[src/design/afx_pkg.sv]
// Shared types and constants for the conditional ALU execute block.
package afx_pkg;

  localparam int DATA_W = 16;
  localparam int STEP_CNT_W = $clog2(DATA_W);
  localparam logic [DATA_W-1:0] SIGN_MASK = 16'h8000;
  localparam logic [DATA_W-1:0] SHIFT_MAX = 16'd16;

  typedef enum logic [3:0] {
    OP_ADD  = 4'd0,
    OP_SUB  = 4'd1,
    OP_MUL  = 4'd2,
    OP_DIV  = 4'd3,
    OP_SHL  = 4'd4,
    OP_SHR  = 4'd5,
    OP_AND  = 4'd6,
    OP_OR   = 4'd7,
    OP_NOT  = 4'd8,
    OP_CMP  = 4'd9,
    OP_TEST = 4'd10,
    OP_MOV  = 4'd11
  } op_t;

  typedef enum logic [1:0] {
    COND_EQ  = 2'd0,
    COND_NE  = 2'd1,
    COND_GT  = 2'd2,
    COND_ALW = 2'd3
  } cond_t;

  typedef struct packed {
    logic               o;
    logic               c;
    logic               n;
    logic               z;
  } flags_t;

  typedef struct packed {
    logic [3:0]         kind;
    logic [1:0]         cond;
    logic signed [15:0] dest_value;
    logic signed [15:0] source_value;
  } in_t;

  typedef struct packed {
    logic signed [15:0] result;
    logic               write_back;
    logic               executed;
    logic               divide_error;
    logic               flag_zero;
    logic               flag_negative;
    logic               flag_carry;
    logic               flag_overflow;
  } out_t;

  // ALU outcome handed back to the sequencer
  typedef struct packed {
    out_t               item;
    flags_t             flags;
    logic               run_ok;
  } alu_res_t;

endpackage

[src/design/afx_seq_unit.sv]
// Shared iterative unit: radix-2 unsigned divide and shift-add multiply, one adder.
module afx_seq_unit (
  input  logic                       clk,
  input  logic                       rst,
  input  logic                       start,
  input  logic                       is_div,
  input  logic [afx_pkg::DATA_W-1:0] opa,
  input  logic [afx_pkg::DATA_W-1:0] opb,
  output logic                       busy,
  output logic [afx_pkg::DATA_W-1:0] res
);
  import afx_pkg::*;

  localparam logic [STEP_CNT_W-1:0] LAST_STEP = STEP_CNT_W'(DATA_W - 1);

  logic [DATA_W-1:0]     q;     // dividend/quotient or multiplier
  logic [DATA_W-1:0]     b;     // divisor or multiplicand
  logic [DATA_W-1:0]     rem;   // remainder or product accumulator
  logic [STEP_CNT_W-1:0] cnt;
  logic                  mode_div;
  logic [DATA_W+1:0]     add_a;
  logic [DATA_W+1:0]     add_b;
  logic                  cin;
  logic [DATA_W+1:0]     sum;
  logic                  ge;

  // single shared adder
  always_comb begin
    if (mode_div) begin
      add_a = {1'b0, rem, q[DATA_W-1]};
      add_b = ~{2'b00, b};
      cin   = 1'b1;
    end else begin
      add_a = {2'b00, rem};
      add_b = {2'b00, b};
      cin   = 1'b0;
    end
    sum = add_a + add_b + {{(DATA_W+1){1'b0}}, cin};
    ge  = ~sum[DATA_W+1];
  end

  always_ff @(posedge clk) begin
    if (rst) begin
      busy <= 1'b0;
      cnt  <= '0;
    end else if (start) begin
      busy     <= 1'b1;
      cnt      <= '0;
      mode_div <= is_div;
      q        <= opa;
      b        <= opb;
      rem      <= '0;
    end else if (busy) begin
      cnt <= cnt + 1'b1;
      if (cnt == LAST_STEP) busy <= 1'b0;
      if (mode_div) begin
        if (ge) begin
          rem <= sum[DATA_W-1:0];
          q   <= {q[DATA_W-2:0], 1'b1};
        end else begin
          rem <= {rem[DATA_W-2:0], q[DATA_W-1]};
          q   <= {q[DATA_W-2:0], 1'b0};
        end
      end else begin
        if (q[0]) rem <= sum[DATA_W-1:0];
        q <= {1'b0, q[DATA_W-1:1]};
        b <= {b[DATA_W-2:0], 1'b0};
      end
    end
  end

  assign res = mode_div ? q : rem;

endmodule

[src/design/afx_alu.sv]
// Combinational operation results, condition check and flag update.
module afx_alu (
  input  afx_pkg::in_t               item,
  input  afx_pkg::flags_t            flags,
  input  logic [afx_pkg::DATA_W-1:0] iter_res,
  output afx_pkg::alu_res_t          res
);
  import afx_pkg::*;

  logic [DATA_W-1:0]        d;
  logic [DATA_W-1:0]        s;
  logic [DATA_W-1:0]        s_neg;
  logic [DATA_W-1:0]        r;
  logic [DATA_W:0]          add_sum;
  logic [DATA_W:0]          sub_sum;
  logic [4:0]               sh;
  logic [2*DATA_W-1:0]      shl_wide;
  logic signed [DATA_W:0]   shr_wide;
  logic                     cond_ok;
  logic                     run_ok;
  logic                     wb;
  logic                     ex;
  logic                     de;
  flags_t                   fn;

  assign d        = item.dest_value;
  assign s        = item.source_value;
  assign s_neg    = ~s + 16'd1;
  assign add_sum  = {1'b0, d} + {1'b0, s};
  assign sub_sum  = {1'b0, d} + {1'b0, s_neg};
  assign sh       = s[4:0];
  assign shl_wide = {{DATA_W{1'b0}}, d} << sh;
  assign shr_wide = $signed({d, 1'b0}) >>> sh;

  always_comb begin
    case (item.cond)
      COND_EQ: cond_ok = flags.z;
      COND_NE: cond_ok = ~flags.z;
      COND_GT: cond_ok = ~flags.z & ~flags.n;
      default: cond_ok = 1'b1;
    endcase
    run_ok = (item.kind <= OP_MOV) && cond_ok;
  end

  always_comb begin
    fn = flags;
    r  = d;
    wb = 1'b0;
    ex = 1'b0;
    de = 1'b0;
    if (run_ok) begin
      ex = 1'b1;
      wb = 1'b1;
      case (item.kind)
        OP_ADD: begin
          r    = add_sum[DATA_W-1:0];
          fn.c = add_sum[DATA_W];
          fn.o = (~(d[15] ^ s[15])) & (d[15] ^ r[15]);
          fn.z = (r == '0);
          fn.n = r[15];
        end
        OP_SUB, OP_CMP: begin
          fn.c = sub_sum[DATA_W];
          fn.o = (s == SIGN_MASK) |
                 ((~(d[15] ^ s_neg[15])) & (d[15] ^ sub_sum[15]));
          fn.z = (sub_sum[DATA_W-1:0] == '0);
          fn.n = sub_sum[15];
          if (item.kind == OP_SUB) r = sub_sum[DATA_W-1:0];
          else wb = 1'b0;
        end
        OP_MUL: begin
          r    = iter_res;
          fn.z = (r == '0);
          fn.n = r[15];
        end
        OP_DIV: begin
          if (s == '0) begin
            de = 1'b1;
            wb = 1'b0;
          end else begin
            r    = (d[15] ^ s[15]) ? (~iter_res + 16'd1) : iter_res;
            fn.z = (r == '0);
            fn.n = r[15];
          end
        end
        OP_SHL: begin
          if (s == '0) begin
            fn.c = 1'b0;
          end else if (s > SHIFT_MAX) begin
            r    = '0;
            fn.c = 1'b0;
          end else begin
            r    = shl_wide[DATA_W-1:0];
            fn.c = shl_wide[DATA_W];
          end
        end
        OP_SHR: begin
          if (s == '0) begin
            fn.c = 1'b0;
          end else if (s > SHIFT_MAX) begin
            r    = {DATA_W{d[15]}};
            fn.c = d[15];
          end else begin
            r    = shr_wide[DATA_W:1];
            fn.c = shr_wide[0];
          end
        end
        OP_AND: begin
          r    = d & s;
          fn.z = (r == '0);
          fn.n = r[15];
        end
        OP_OR: begin
          r    = d | s;
          fn.z = (r == '0);
          fn.n = r[15];
        end
        OP_NOT: begin
          r    = ~d;
          fn.z = (r == '0);
          fn.n = r[15];
        end
        OP_TEST: begin
          fn.z = ((d & s) == '0);
          fn.n = d[15] & s[15];
          wb   = 1'b0;
        end
        default: begin // mov
          r    = s;
          fn.z = (r == '0);
          fn.n = r[15];
        end
      endcase
    end
  end

  always_comb begin
    res.run_ok              = run_ok;
    res.flags               = fn;
    res.item.result         = r;
    res.item.write_back     = wb;
    res.item.executed       = ex;
    res.item.divide_error   = de;
    res.item.flag_zero      = fn.z;
    res.item.flag_negative  = fn.n;
    res.item.flag_carry     = fn.c;
    res.item.flag_overflow  = fn.o;
  end

endmodule

[src/design/alu_execute_with_flags_top.sv]
// Top level of the conditional 16-bit ALU execute block with status flags.
//
// Usage:
//   Input channel (in_valid / in_stall / in_data) carries one operation: kind,
//   condition, destination and source operands. A transfer happens on a rising
//   edge with in_valid high and in_stall low.
//   Output channel (out_valid / out_stall / out_data) returns exactly one
//   result per input: new destination value, write-back / executed /
//   divide-error bits and the Z, N, C, O flags after the step.
//   Timing: one item at a time. Multiply and divide run 16 steps through the
//   shared shift-add / restoring-divide unit, passing through the calculate,
//   iterate and write states before their result is loaded into the output
//   register. All other operations, and mul/div whose condition
//   fails or whose divisor is zero, go from the calculate state straight to
//   the write state. The next item can transfer after the result load.
//   The status flags live here; they are updated when a result is loaded into
//   the output register, so the next item's condition sees them.
//   A stalled output holds its result; the block finishes the current item and
//   waits before loading, so in_stall stays high until the slot frees.
//   Reset (rst, synchronous) clears the flags, the output valid and the
//   sequencer; no result is in flight afterwards.
module alu_execute_with_flags_top (
  input  logic            clk,
  input  logic            rst,
  input  logic            in_valid,
  output logic            in_stall,
  input  afx_pkg::in_t    in_data,
  output logic            out_valid,
  input  logic            out_stall,
  output afx_pkg::out_t   out_data
);
  import afx_pkg::*;

  typedef enum logic [1:0] {
    ST_IDLE,
    ST_CALC,
    ST_ITER,
    ST_WRITE
  } state_t;

  state_t            state;
  in_t               item;      // captured operation
  flags_t            flags;     // kept status flags
  alu_res_t          alu_res;
  logic              need_iter;
  logic              unit_start;
  logic              unit_is_div;
  logic              unit_busy;
  logic [DATA_W-1:0] unit_res;
  logic [DATA_W-1:0] abs_d;
  logic [DATA_W-1:0] abs_s;
  logic [DATA_W-1:0] unit_opa;
  logic [DATA_W-1:0] unit_opb;
  logic              load_out;

  afx_alu u_alu (
    .item     (item),
    .flags    (flags),
    .iter_res (unit_res),
    .res      (alu_res)
  );

  // Divide works on magnitudes; sign is fixed up in the ALU.
  assign abs_d = item.dest_value[15]   ? (~item.dest_value + 16'd1)   : item.dest_value;
  assign abs_s = item.source_value[15] ? (~item.source_value + 16'd1) : item.source_value;

  assign unit_is_div = (item.kind == OP_DIV);
  assign need_iter   = alu_res.run_ok &&
                       ((item.kind == OP_MUL) ||
                        ((item.kind == OP_DIV) && (item.source_value != '0)));
  assign unit_start  = (state == ST_CALC) && need_iter;
  assign unit_opa    = unit_is_div ? abs_d : item.source_value;
  assign unit_opb    = unit_is_div ? abs_s : item.dest_value;

  afx_seq_unit u_seq (
    .clk    (clk),
    .rst    (rst),
    .start  (unit_start),
    .is_div (unit_is_div),
    .opa    (unit_opa),
    .opb    (unit_opb),
    .busy   (unit_busy),
    .res    (unit_res)
  );

  assign in_stall = (state != ST_IDLE);
  assign load_out = (state == ST_WRITE) && (!out_valid || !out_stall);

  always_ff @(posedge clk) begin
    if (rst) begin
      state     <= ST_IDLE;
      flags     <= '0;
      out_valid <= 1'b0;
    end else begin
      if (out_valid && !out_stall && !load_out) out_valid <= 1'b0;
      case (state)
        ST_IDLE: begin
          if (in_valid) begin
            item  <= in_data;
            state <= ST_CALC;
          end
        end
        ST_CALC: begin
          state <= need_iter ? ST_ITER : ST_WRITE;
        end
        ST_ITER: begin
          if (!unit_busy) state <= ST_WRITE;
        end
        ST_WRITE: begin
          if (load_out) begin
            out_data  <= alu_res.item;
            out_valid <= 1'b1;
            flags     <= alu_res.flags;
            state     <= ST_IDLE;
          end
        end
        default: state <= ST_IDLE;
      endcase
    end
  end

  // Flags move only when a result is loaded.
  a_flags_hold: assert property (@(posedge clk) disable iff (rst)
    !load_out |=> $stable(flags))
    else $error("status flags changed without a result load");

  // The shared unit runs only while the sequencer waits on it.
  a_unit_owned: assert property (@(posedge clk) disable iff (rst)
    unit_busy |-> (state == ST_ITER))
    else $error("iterative unit busy outside the iterate state");

  // A divide error never writes back and always counts as executed.
  a_div_err: assert property (@(posedge clk) disable iff (rst)
    out_valid && out_data.divide_error |-> !out_data.write_back && out_data.executed)
    else $error("divide error with write-back or without execution");

  // Nothing is written back when the operation did not run.
  a_no_run_no_wb: assert property (@(posedge clk) disable iff (rst)
    out_valid && !out_data.executed |-> !out_data.write_back)
    else $error("write-back on an operation that did not run");

  // A result load presents an output and returns to idle, where a new item is taken.
  a_load_after_write: assert property (@(posedge clk) disable iff (rst)
    load_out |=> out_valid && (state == ST_IDLE))
    else $error("result load did not present an output");

endmodule
[config.mk]
export PLATFORM = sky130hd
export DESIGN_NAME = alu_execute_with_flags_top
export DESIGN_NICKNAME = d
export VERILOG_FILES = /design/src/design/afx_pkg.sv /design/src/design/afx_seq_unit.sv /design/src/design/afx_alu.sv /design/src/design/alu_execute_with_flags_top.sv
export SDC_FILE = /design/constraint.sdc
export NUM_CORES = 1
export LEC_CHECK = 0
export BUFFER_PORTS_ARGS = -buffer_cell sky130_fd_sc_hd__buf_2
export CAP_MARGIN = 5
export CORE_MARGIN = 2
export CORE_UTILIZATION = 55
export DETAILED_ROUTE_END_ITERATION = 12
export MAX_ROUTING_LAYER = met4
export PLACE_DENSITY = 0.79
export SLEW_MARGIN = 40
export SYNTH_ARGS = -nofsm -noshare
export SYNTH_HDL_FRONTEND = slang
export SYNTH_HIERARCHICAL = 1
export SYNTH_SLANG_ARGS = --single-unit
[constraint.sdc]
create_clock -name clk -period 4.3 [get_ports clk]
set_input_delay 0.43 -clock clk [delete_from_list [all_inputs] [get_ports clk]]
set_output_delay 0.43 -clock clk [all_outputs]
set_load 0.05 [all_outputs]
==> key figures, run 1 <==
Synthesis
  • Post-synthesis sequential area ratio: between 20% and 30%
  • Async set-reset flop share out of synthesis: 0%
  • Number of synthesized register bits: about 120
  • Synth Area in Compound Gates: around a quarter
  • Simple-gate portion of the synthesized area: roughly a fifth
  • Most repeated cell in the gate-level netlist after synthesis: sky130_fd_sc_hd__nand2_1
  • Synth Flop Type: sky130_fd_sc_hd__edfxtp_1
  • Largest area contributor in the netlist: sky130_fd_sc_hd__edfxtp_1
  • Post-synth EDFFs: between 100 and 150
  • Avg Cell Area, Syn: slightly above 8 um^2
  • Count of unique library cells instantiated by Yosys: 103
  • Post-synthesis adder-cell area fraction: 7.65%
  • Syn nets: about 1.8k
  • Post-Synthesis Cell Area: approximately 14000 um^2
  • Portion of netlist area occupied by mux cells: under 10%
  • Synth warnings: 6
  • Post-Synth XOR/XNOR Area: around 6.6%
  • Synthesized netlist cell count: around 1.6k
  • Main area contributors after synthesis: sky130_fd_sc_hd__edfxtp_1 24%, sky130_fd_sc_hd__ha_1 7.1%, sky130_fd_sc_hd__nand2_1 6.0%, sky130_fd_sc_hd__o21ai_0 5.1%, sky130_fd_sc_hd__mux4_2 4.3%
  • Dominant combinational cell family by area after synthesis: compound AO/OA/AOI/OAI gates
  • Post-synth top area share: approximately a quarter
  • Most instantiated cells after synthesis: 216 x sky130_fd_sc_hd__nand2_1, 137 x sky130_fd_sc_hd__o21ai_0, 110 x sky130_fd_sc_hd__edfxtp_1

Global route
  • Via count of the first global-routing pass: 13.4k
  • Grt total ovfl: 0
  • Maximum number of pins on one net before global-route repair: 73
  • Wire length of the first global-routing pass: 84.7 mm
  • Global-route usage over all layers: between 40 and 50%
  • Antenna violations before repair: 0

STA
  • Final Cycle Share: a little over nine tenths
  • Time the worst path needs with I/O delays and setup: about 4100 ps
  • Worst Tran Pin Value: 810 ps
  • Setup Viol. Count Final: 0
  • Final hold vios: 0
  • Final TNS setup: 0 ps
  • Worst Clk Skew: roughly 9.6 ps
  • Highest clock frequency the design can meet: between 200 and 250 MHz
  • Setup repair after global routing missed its margin: false
  • Worst relative slew slack: a little under half
  • Final Max Slew Viols: 0

Setup path
  • Most used cell along the critical path: sky130_fd_sc_hd__nor2_1
  • RR Startpoint: item[8]
  • Total stage count of the critical path: 14
  • Cells along the critical path: nor4_4 > nand2_1 > nor2_1 > nand4_1 > xnor2_1 > ha_1 > inv_1 > nor2_1 > nor2_1 > nand4_1 > a31oi_1 > xor2_1 > o2bb2a_1 > a32oi_1
  • Startpoint-to-endpoint class of the critical path: flip-flop to flip-flop
  • Maximum fanout count along the critical path: 5
  • Crit path required time: 4430 ps
  • Largest stage delay on the critical path: between 400 and 500 ps
  • Worst setup endpoint: out_data[22]
  • Max stage delay cell, worst path: sky130_fd_sc_hd__edfxtp_1
  • Crit path max-delay family: simple AND/OR/NAND/NOR gates
  • Worst Setup Start Kind: flip-flop
  • R2R depth: 14
  • Data arrival time of the worst path: 4200 ps
  • Critical Path Sink Type: flip-flop
  • Launch point of the critical path: item[8]
  • Crit Reg-Reg Endpoint: out_data[22]
  • Crit path buffers/inverters: 1
  • Reg2reg setup slack: about 240 ps

Power
  • Sw Pwr: 2620 uW
  • IR drop worst, VDD: ~300 uV
  • Switch share: 43.5%
  • Proportion of power drawn by flip-flops and latches: about a quarter
  • Fraction of power consumed by the clock network: 26.9%
  • Internal power: ~3400 uW
  • Part of the total power dissipated in combinational logic: 47.4%
  • Reported leakage power: 0.00591 uW
  • Power density normalized to cell area: 399 nW/um^2

Routing
  • Remaining antenna violation count after routing: 0
  • Detail Route met2 WL: 24.3 mm
  • Vias: approximately 15k
  • Routed wire length per instance: 28.7 um
  • Post-route met1 wirelength: ~22 mm
  • Number of DRC violations after detailed routing: 0
  • Routed wire length on met3: 8.55 mm
  • 1st-pass router iterations: 9
  • Post-detailed-routing wire length: 58.1 mm
  • Topmost layer with routed signal wires: met4
  • Iteration-0 DRC count of the detailed router: 2313
  • Detailed-route vias per instance: ~7.2

Final layout
  • Diodes inserted: 0
  • Net count of the finished layout: around 1.8k
  • Number of fill cells: 2046
  • Post-route core utilization: between 60% and 70%
  • Proportion of layout cells with a drive suffix above 1: ~16%
  • Signed area change from the synthesized netlist to the final layout: 11.6%

Floorplanning
  • Area inside the core boundary: around 24000 um^2
  • Starting utilization of the core area: between 50% and 60%
  • Die ar.: around 26000 um^2
  • Io pins: 67
  • Die span in y: 161 um
  • DIE WIDTH: around 160 um
  • Row count: 57

Worst hold path
  • Worst hold path class: primary input to flip-flop

Placed design
  • Routability-driven placement congestion ratio: between 1 and 1.5
  • Post-DP HPWL: ~43 mm
  • IO Port Bufs: between 60 and 70

CTS
  • Maximum buffer depth of the clock tree: 2
  • Number of buffers added by the clock tree synthesis step: 17
  • Cts-stage hold buffer count: 0
  • Clock slew seen by the registers of the worst setup and hold paths: 70 ps
  • # clock sinks: approximately 120
  • CTS root buffer: sky130_fd_sc_hd__clkbuf_16
  • CTS tree: yes
  • Maximum level of the CTS H-tree: 4
  • Later-pin clock latency in the skew report: roughly 430 ps
  • Post-CTS Repair Setup Buffers: 0

Job
  • Max Cap Violations: 0

Status
  • Status: complete, no violations
==> final cells by class <==
class                   count  area [um^2]  area share [%]
clock buffers              17          425            2.82
clock inverters            15          213            1.41
inverters                  65          244            1.62
multi-input cells        1324         9210            61.1
flip-flops and latches    122         3540            23.5
well taps                 324          405            2.69
repair buffers            157         1040            6.89
==> cell families after synthesis <==
kind of cell	count (synthesis)
mux	88
fa+ha+maj	81
compound gates	487
buf+inv	187
xor+xnor	102
flops	122
simple gates	566
==> stage by stage <==
stage	hold slack, ps	std cells	setup WS, ps	instance area [um^2]	power, uW
CTS	164	2024	192	15100	5850
global route	159	2024	60.4	15100	6170
finish	172	2024	236	15100	6010
detailed placement	501	1992	222	14400	4230
floorplan	453	1633	81.4	13500	3320
global placement	472	1992	261	14400	4220
==> metal layers <==
layer	vias to the layer above	global-route usage, %
met5	-	-
met4	0	19.9
met3	216	14.3
met2	1243	63.8
met1	6862	60.1
li1	6191	-
==> registers in the layout, indices dropped and copies added, names as in the netlist <==
name and flops:
item 38, out_data 23, u_seq/b 16, u_seq/q 16, u_seq/rem 16, flags 4, u_seq/cnt 4, state 2
out_valid 1, u_seq/busy 1, u_seq/mode_div 1
==> worst register-to-register path: cells and delay by family, from the launching register on <==
family / cells / cell delay (ps)
and+or+nand+nor: 7 / 1570
buffers and inverters: 1 / 110
adders and majority gates: 1 / 310
AOI/OAI and AO/OA: 3 / 610
DFF: 1 / 460
xor gates and xnor gates: 2 / 690
==> worst min-delay path by stage <==
stage	from	endpoint	slack, ps	cells after the start
after global routing	in_data[5]	item[5]	160	1
after global placement	flags[2]	flags[2]	470	2
final	in_data[31]	item[31]	170	1
after CTS	in_data[31]	item[31]	160	1
after detailed placement	u_seq/cnt[2]	u_seq/busy	500	1
after floorplan	flags[3]	flags[3]	450	2
==> power by group through the flow <==
stage | clock [uW] | combinational [uW] | sequential [uW]
5_1_grt | 1670 | 2950 | 1550
6_report | 1620 | 2850 | 1550
2_1_floorplan | 0 | 1710 | 1610
3_3_place_gp | 0 | 2670 | 1560
4_1_cts | 1620 | 2690 | 1540
3_5_place_dp | 0 | 2670 | 1560
==> cells in the final DEF, fill, tap and decap left out, drive strengths merged, types with 26 or more instances in the layout <==
master	instances
inv	71
nor2	106
xor2	62
o21ai	152
nand2b	30
nand2	216
ha	77
edfxtp	110
nor3	36
mux4	26
nand4	27
a21oi	105
nand3	40
mux2i	45
buf	157
xnor2	40
==> what timing repair did <==
item / 4_1_cts / 5_1_grt
gates resized for setup: 0 / 1
hold endpoints to repair: 0 / 0
endpoints found under the setup margin: 0 / 5
(Power assumes the default switching activity.)
==> inputs of run 2 (changes only) <==
Settings changed: ABC_AREA set to 1, SKIP_LAST_GASP set to 1.
==> run 2 against run 1 <==
Clock-buffer cell count is 1 higher. Hold slack worse by 9.6 ps. Via count rose by 14%. Register-to-register slack improved by 70 ps. Critical path depth increased by 9. Die area rose by 4.3%. Design area increased by 2.4%. Clock power decreased by 9%. Synthesized cell count grew 38%. Fmax is 1.8% higher. Final cell count up 32%. Critical path type unchanged. Largest power group unchanged.
==> key figures, run 2 <==
Floorplanning
  • Starting utilization of the core area: 56.0% (+0.12 points)
  • DIE WIDTH: 164 um (+2.1%)
  • Die ar.: 26900 um^2 (+4.3%)
  • Area inside the core boundary: 25200 um^2 (+4.2%)
  • Io pins: 67 (unchanged)
  • Row count: 58 (+1.8%)
  • Die span in y: 164 um (+2.1%)

CTS
  • Later-pin clock latency in the skew report: 440 ps (about the same)
  • CTS root buffer: sky130_fd_sc_hd__clkbuf_16
  • Cts-stage hold buffer count: 0 (unchanged)
  • Post-CTS Repair Setup Buffers: 0 (unchanged)
  • Maximum buffer depth of the clock tree: 2 (unchanged)
  • Clock slew seen by the registers of the worst setup and hold paths: 70 ps (about the same)
  • Maximum level of the CTS H-tree: 4 (unchanged)
  • # clock sinks: 122 (unchanged)
  • Post-cts repair resize count: 0 (unchanged)
  • CTS tree: yes
  • Number of buffers added by the clock tree synthesis step: 17 (unchanged)

Placed design
  • Post-DP HPWL: 47.8 mm (+10%)
  • Routability-driven placement congestion ratio: 1.12 (-0.59%)
  • IO Port Bufs: 66 (unchanged)

Routing
  • 1st-pass router iterations: 9 (unchanged)
  • Routed wire length per instance: 23.0 um (-20%)
  • Number of DRC violations after detailed routing: 0 (unchanged)
  • Detailed-route vias per instance: 6.22 (-13%)
  • Vias: 16.6k (+14%)
  • Post-detailed-routing wire length: 61.3 mm (+5.6%)
  • Iteration-0 DRC count of the detailed router: 2827 (+22%)
  • Remaining antenna violation count after routing: 0 (unchanged)

Final layout
  • Post-route core utilization: 61.3% (-1.1 points)
  • Largest regs: item: 38 flops, out_data: 23 flops
  • Proportion of layout cells with a drive suffix above 1: 11.0% (-5.2 points)
  • Leading cell type in the layout, fill and taps excluded: sky130_fd_sc_hd__nand2_1
  • Highest-count cells in the layout ignoring fill and taps: 764 x sky130_fd_sc_hd__nand2_1, 252 x sky130_fd_sc_hd__inv_1, 205 x sky130_fd_sc_hd__nor2_1, 173 x sky130_fd_sc_hd__nand3_1, 119 x sky130_fd_sc_hd__o21ai_0
  • Signed area change from the synthesized netlist to the final layout: 9.50%
  • Top reg by flops: item
  • Number of flip-flops under the largest register name: 38 (unchanged)
  • Net count of the finished layout: 2437 (+35%)

Power
  • Proportion of power drawn by flip-flops and latches: 26.8% (+1.0 points)
  • Reported leakage power: 0.00760 uW (+29%)
  • Power density normalized to cell area: 375 nW/um^2 (-5.8%)
  • Fraction of power consumed by the clock network: 25.5% (-1.4 points)
  • IR drop worst, VDD: 303 uV (+2.5%)
  • Sw Pwr: 2770 uW (+6.1%)
  • Switch share: 47.9% (+4.3 points)
  • Part of the total power dissipated in combinational logic: 47.7% (+0.3 points)
  • Internal power: 3020 uW (-11%)

Synthesis
  • Avg Cell Area, Syn: 6.26 um^2 (-24%)
  • Largest area contributor in the netlist: sky130_fd_sc_hd__edfxtp_1
  • Main area contributors after synthesis: sky130_fd_sc_hd__edfxtp_1 23%, sky130_fd_sc_hd__nand2_1 20%, sky130_fd_sc_hd__ha_1 6.8%, sky130_fd_sc_hd__inv_1 6.7%, sky130_fd_sc_hd__nand3_1 6.1%
  • Post-synth EDFFs: 110 (unchanged)
  • Count of unique library cells instantiated by Yosys: 60 (-42%)
  • Syn nets: 2373 (+35%)
  • Synthesized netlist cell count: 2251 (+38%)
  • Most instantiated cells after synthesis: 764 x sky130_fd_sc_hd__nand2_1, 252 x sky130_fd_sc_hd__inv_1, 210 x sky130_fd_sc_hd__nor2_1
  • Number of synthesized register bits: 122 (unchanged)
  • Post-synthesis sequential area ratio: 25.1% (-1.1 points)
  • Async set-reset flop share out of synthesis: 0% (unchanged)
  • Post-Synthesis Cell Area: 14100 um^2 (+4.4%)
  • Synth warnings: 6 (unchanged)
  • Post-synth top area share: 23.4% (-1.0 points)
  • Synth Flop Type: sky130_fd_sc_hd__edfxtp_1
  • Most repeated cell in the gate-level netlist after synthesis: sky130_fd_sc_hd__nand2_1

Setup path
  • Data arrival time of the worst path: 4350 ps (+150 ps)
  • Max stage delay cell, worst path: sky130_fd_sc_hd__edfxtp_1
  • Largest stage delay on the critical path: 470 ps (about the same)
  • Cells along the critical path: inv_2 > ha_1 > inv_1 > nor2_8 > nand2_2 > nor2_4 > nand2_1 > nor3_4 > nand2_1 > xor2_1 > inv_1 > ha_1 > a21oi_1 > o21ai_0 > a21oi_1 > nand2_1 > a21oi_1 > o21ai_0 > a21oi_1 > o21ai_1 > nand2_1 > nand2_1 > a21oi_1
  • Maximum fanout count along the critical path: 6 (+1)
  • Crit path required time: 4650 ps (+220 ps)
  • Startpoint-to-endpoint class of the critical path: flip-flop to flip-flop
  • Critical Path Sink Type: flip-flop
  • Worst Setup Start Kind: flip-flop

Global route
  • Wire length of the first global-routing pass: 90.3 mm (+6.6%)
  • Via count of the first global-routing pass: 15.2k (+14%)
  • Global-route usage over all layers: 46.7% (+1.3 points)
  • Maximum number of pins on one net before global-route repair: 54 (-26%)
  • Grt total ovfl: 0 (unchanged)
  • Antenna violations before repair: 3 (+3)

STA
  • Time the worst path needs with I/O delays and setup: 3990 ps (-71.1 ps)
  • Worst relative slew slack: 39.9% (-5.3 points)
  • Setup repair after global routing missed its margin: false
  • Highest clock frequency the design can meet: 250 MHz (+1.8%)
  • Final Max Slew Viols: 0 (unchanged)
  • Final hold vios: 0 (unchanged)
  • Worst Clk Skew: 16.4 ps (+6.80 ps)
  • Setup Viol. Count Final: 0 (unchanged)
  • Final Cycle Share: 92.9% (-1.7 points)
  • Worst Tran Pin Value: 898 ps (+88.6 ps)
  • Final TNS setup: 0 ps (unchanged)

Job
  • Max Cap Violations: 0 (unchanged)

Status
  • Status: complete, no violations

Worst hold path
  • Worst hold path class: primary input to flip-flop
==> run 2: cell count changes in the layout (fill, tap and decap cells not counted), sizes merged, moves of 30 or more <==
| cell | previous run | this run |
|---|---|---|
| nand2 | 216 | 790 |
| inv | 71 | 280 |
| nand3 | 40 | 183 |
| nor2 | 106 | 236 |
| mux2i | 45 | 2 |
| buf | 157 | 119 |
| nand2b | 30 | 0 |
==> run 2: critical path, delay by kind of cell, from the launching register on <==
kind	cells	cell delay [ps]
adder cells (fa/ha/maj)	2	530
AO/OA/AOI/OAI	8	1380
flip-flops	1	470
AND/OR/NAND/NOR	9	1130
XOR/XNOR	1	140
buffers and inverters	3	260
==> run 2: per-layer routing <==
| metal | up-vias | part of all wire (%) | GRT usage, % |
|---|---|---|---|
| met1 | 7510 | 39 | 60.6 |
| met2 | 1306 | 41 | 67.1 |
| met4 | 0 | 5.3 | 20.5 |
| met3 | 236 | 15 | 14.2 |
| met5 | - | 0 | - |
| li1 | 7509 | - | - |
==> run 2: area by class of cell <==
| cell class | count | area [um^2] |
|---|---|---|
| clock buffer | 18 | 429 |
| sequential | 122 | 3540 |
| multi-input combinational | 1779 | 9130 |
| antenna | 4 | 10.0 |
| fill | 2463 | 9750 |
| inverter | 276 | 1040 |
| clock inverter | 14 | 138 |
| tap | 330 | 413 |
| timing repair buffer | 119 | 728 |
==> run 2: power groups by stage <==
stage	clock (uW)	combinational (uW)	sequential, uW
floorplan	0	1710	1600
global placement	0	2580	1570
detailed placement	0	2620	1570
CTS	1480	2640	1550
global route	1510	2960	1560
finish	1480	2760	1560
==> run 2: logic make-up after synthesis <==
family	count (synthesis)	share of synthesized area, %
AOI/OAI and AO/OA	355	14.3
xor gates and xnor gates	55	3.42
adders and majority gates	80	7.26
buffers and inverters	350	10.3
DFF	122	25.1
muxes	2	0.142
and+or+nand+nor	1287	39.4
==> run 2: worst paths after layout <==
kind / start / end / slack [ps] / depth (start not counted)
setup / recovery: item[1] / flags[3] / 310 / 23
hold / removal: in_data[21] / item[21] / 160 / 1
setup reg to reg: item[1] / flags[3] / 310 / 23
hold reg to reg: flags[3] / flags[3] / 490 / 2
==> run 2: stage by stage <==
step / hold WS [ps] / power (uW) / cell area [um^2] / std cells / setup slack [ps]
finish: 163 / 5790 / 15400 / 2662 / 307
global route: 156 / 6040 / 15400 / 2661 / 10.9
CTS: 157 / 5660 / 15400 / 2658 / 395
detailed placement: 482 / 4190 / 14800 / 2626 / 416
global placement: 449 / 4150 / 14800 / 2626 / 536
floorplan: 436 / 3310 / 14100 / 2251 / 262
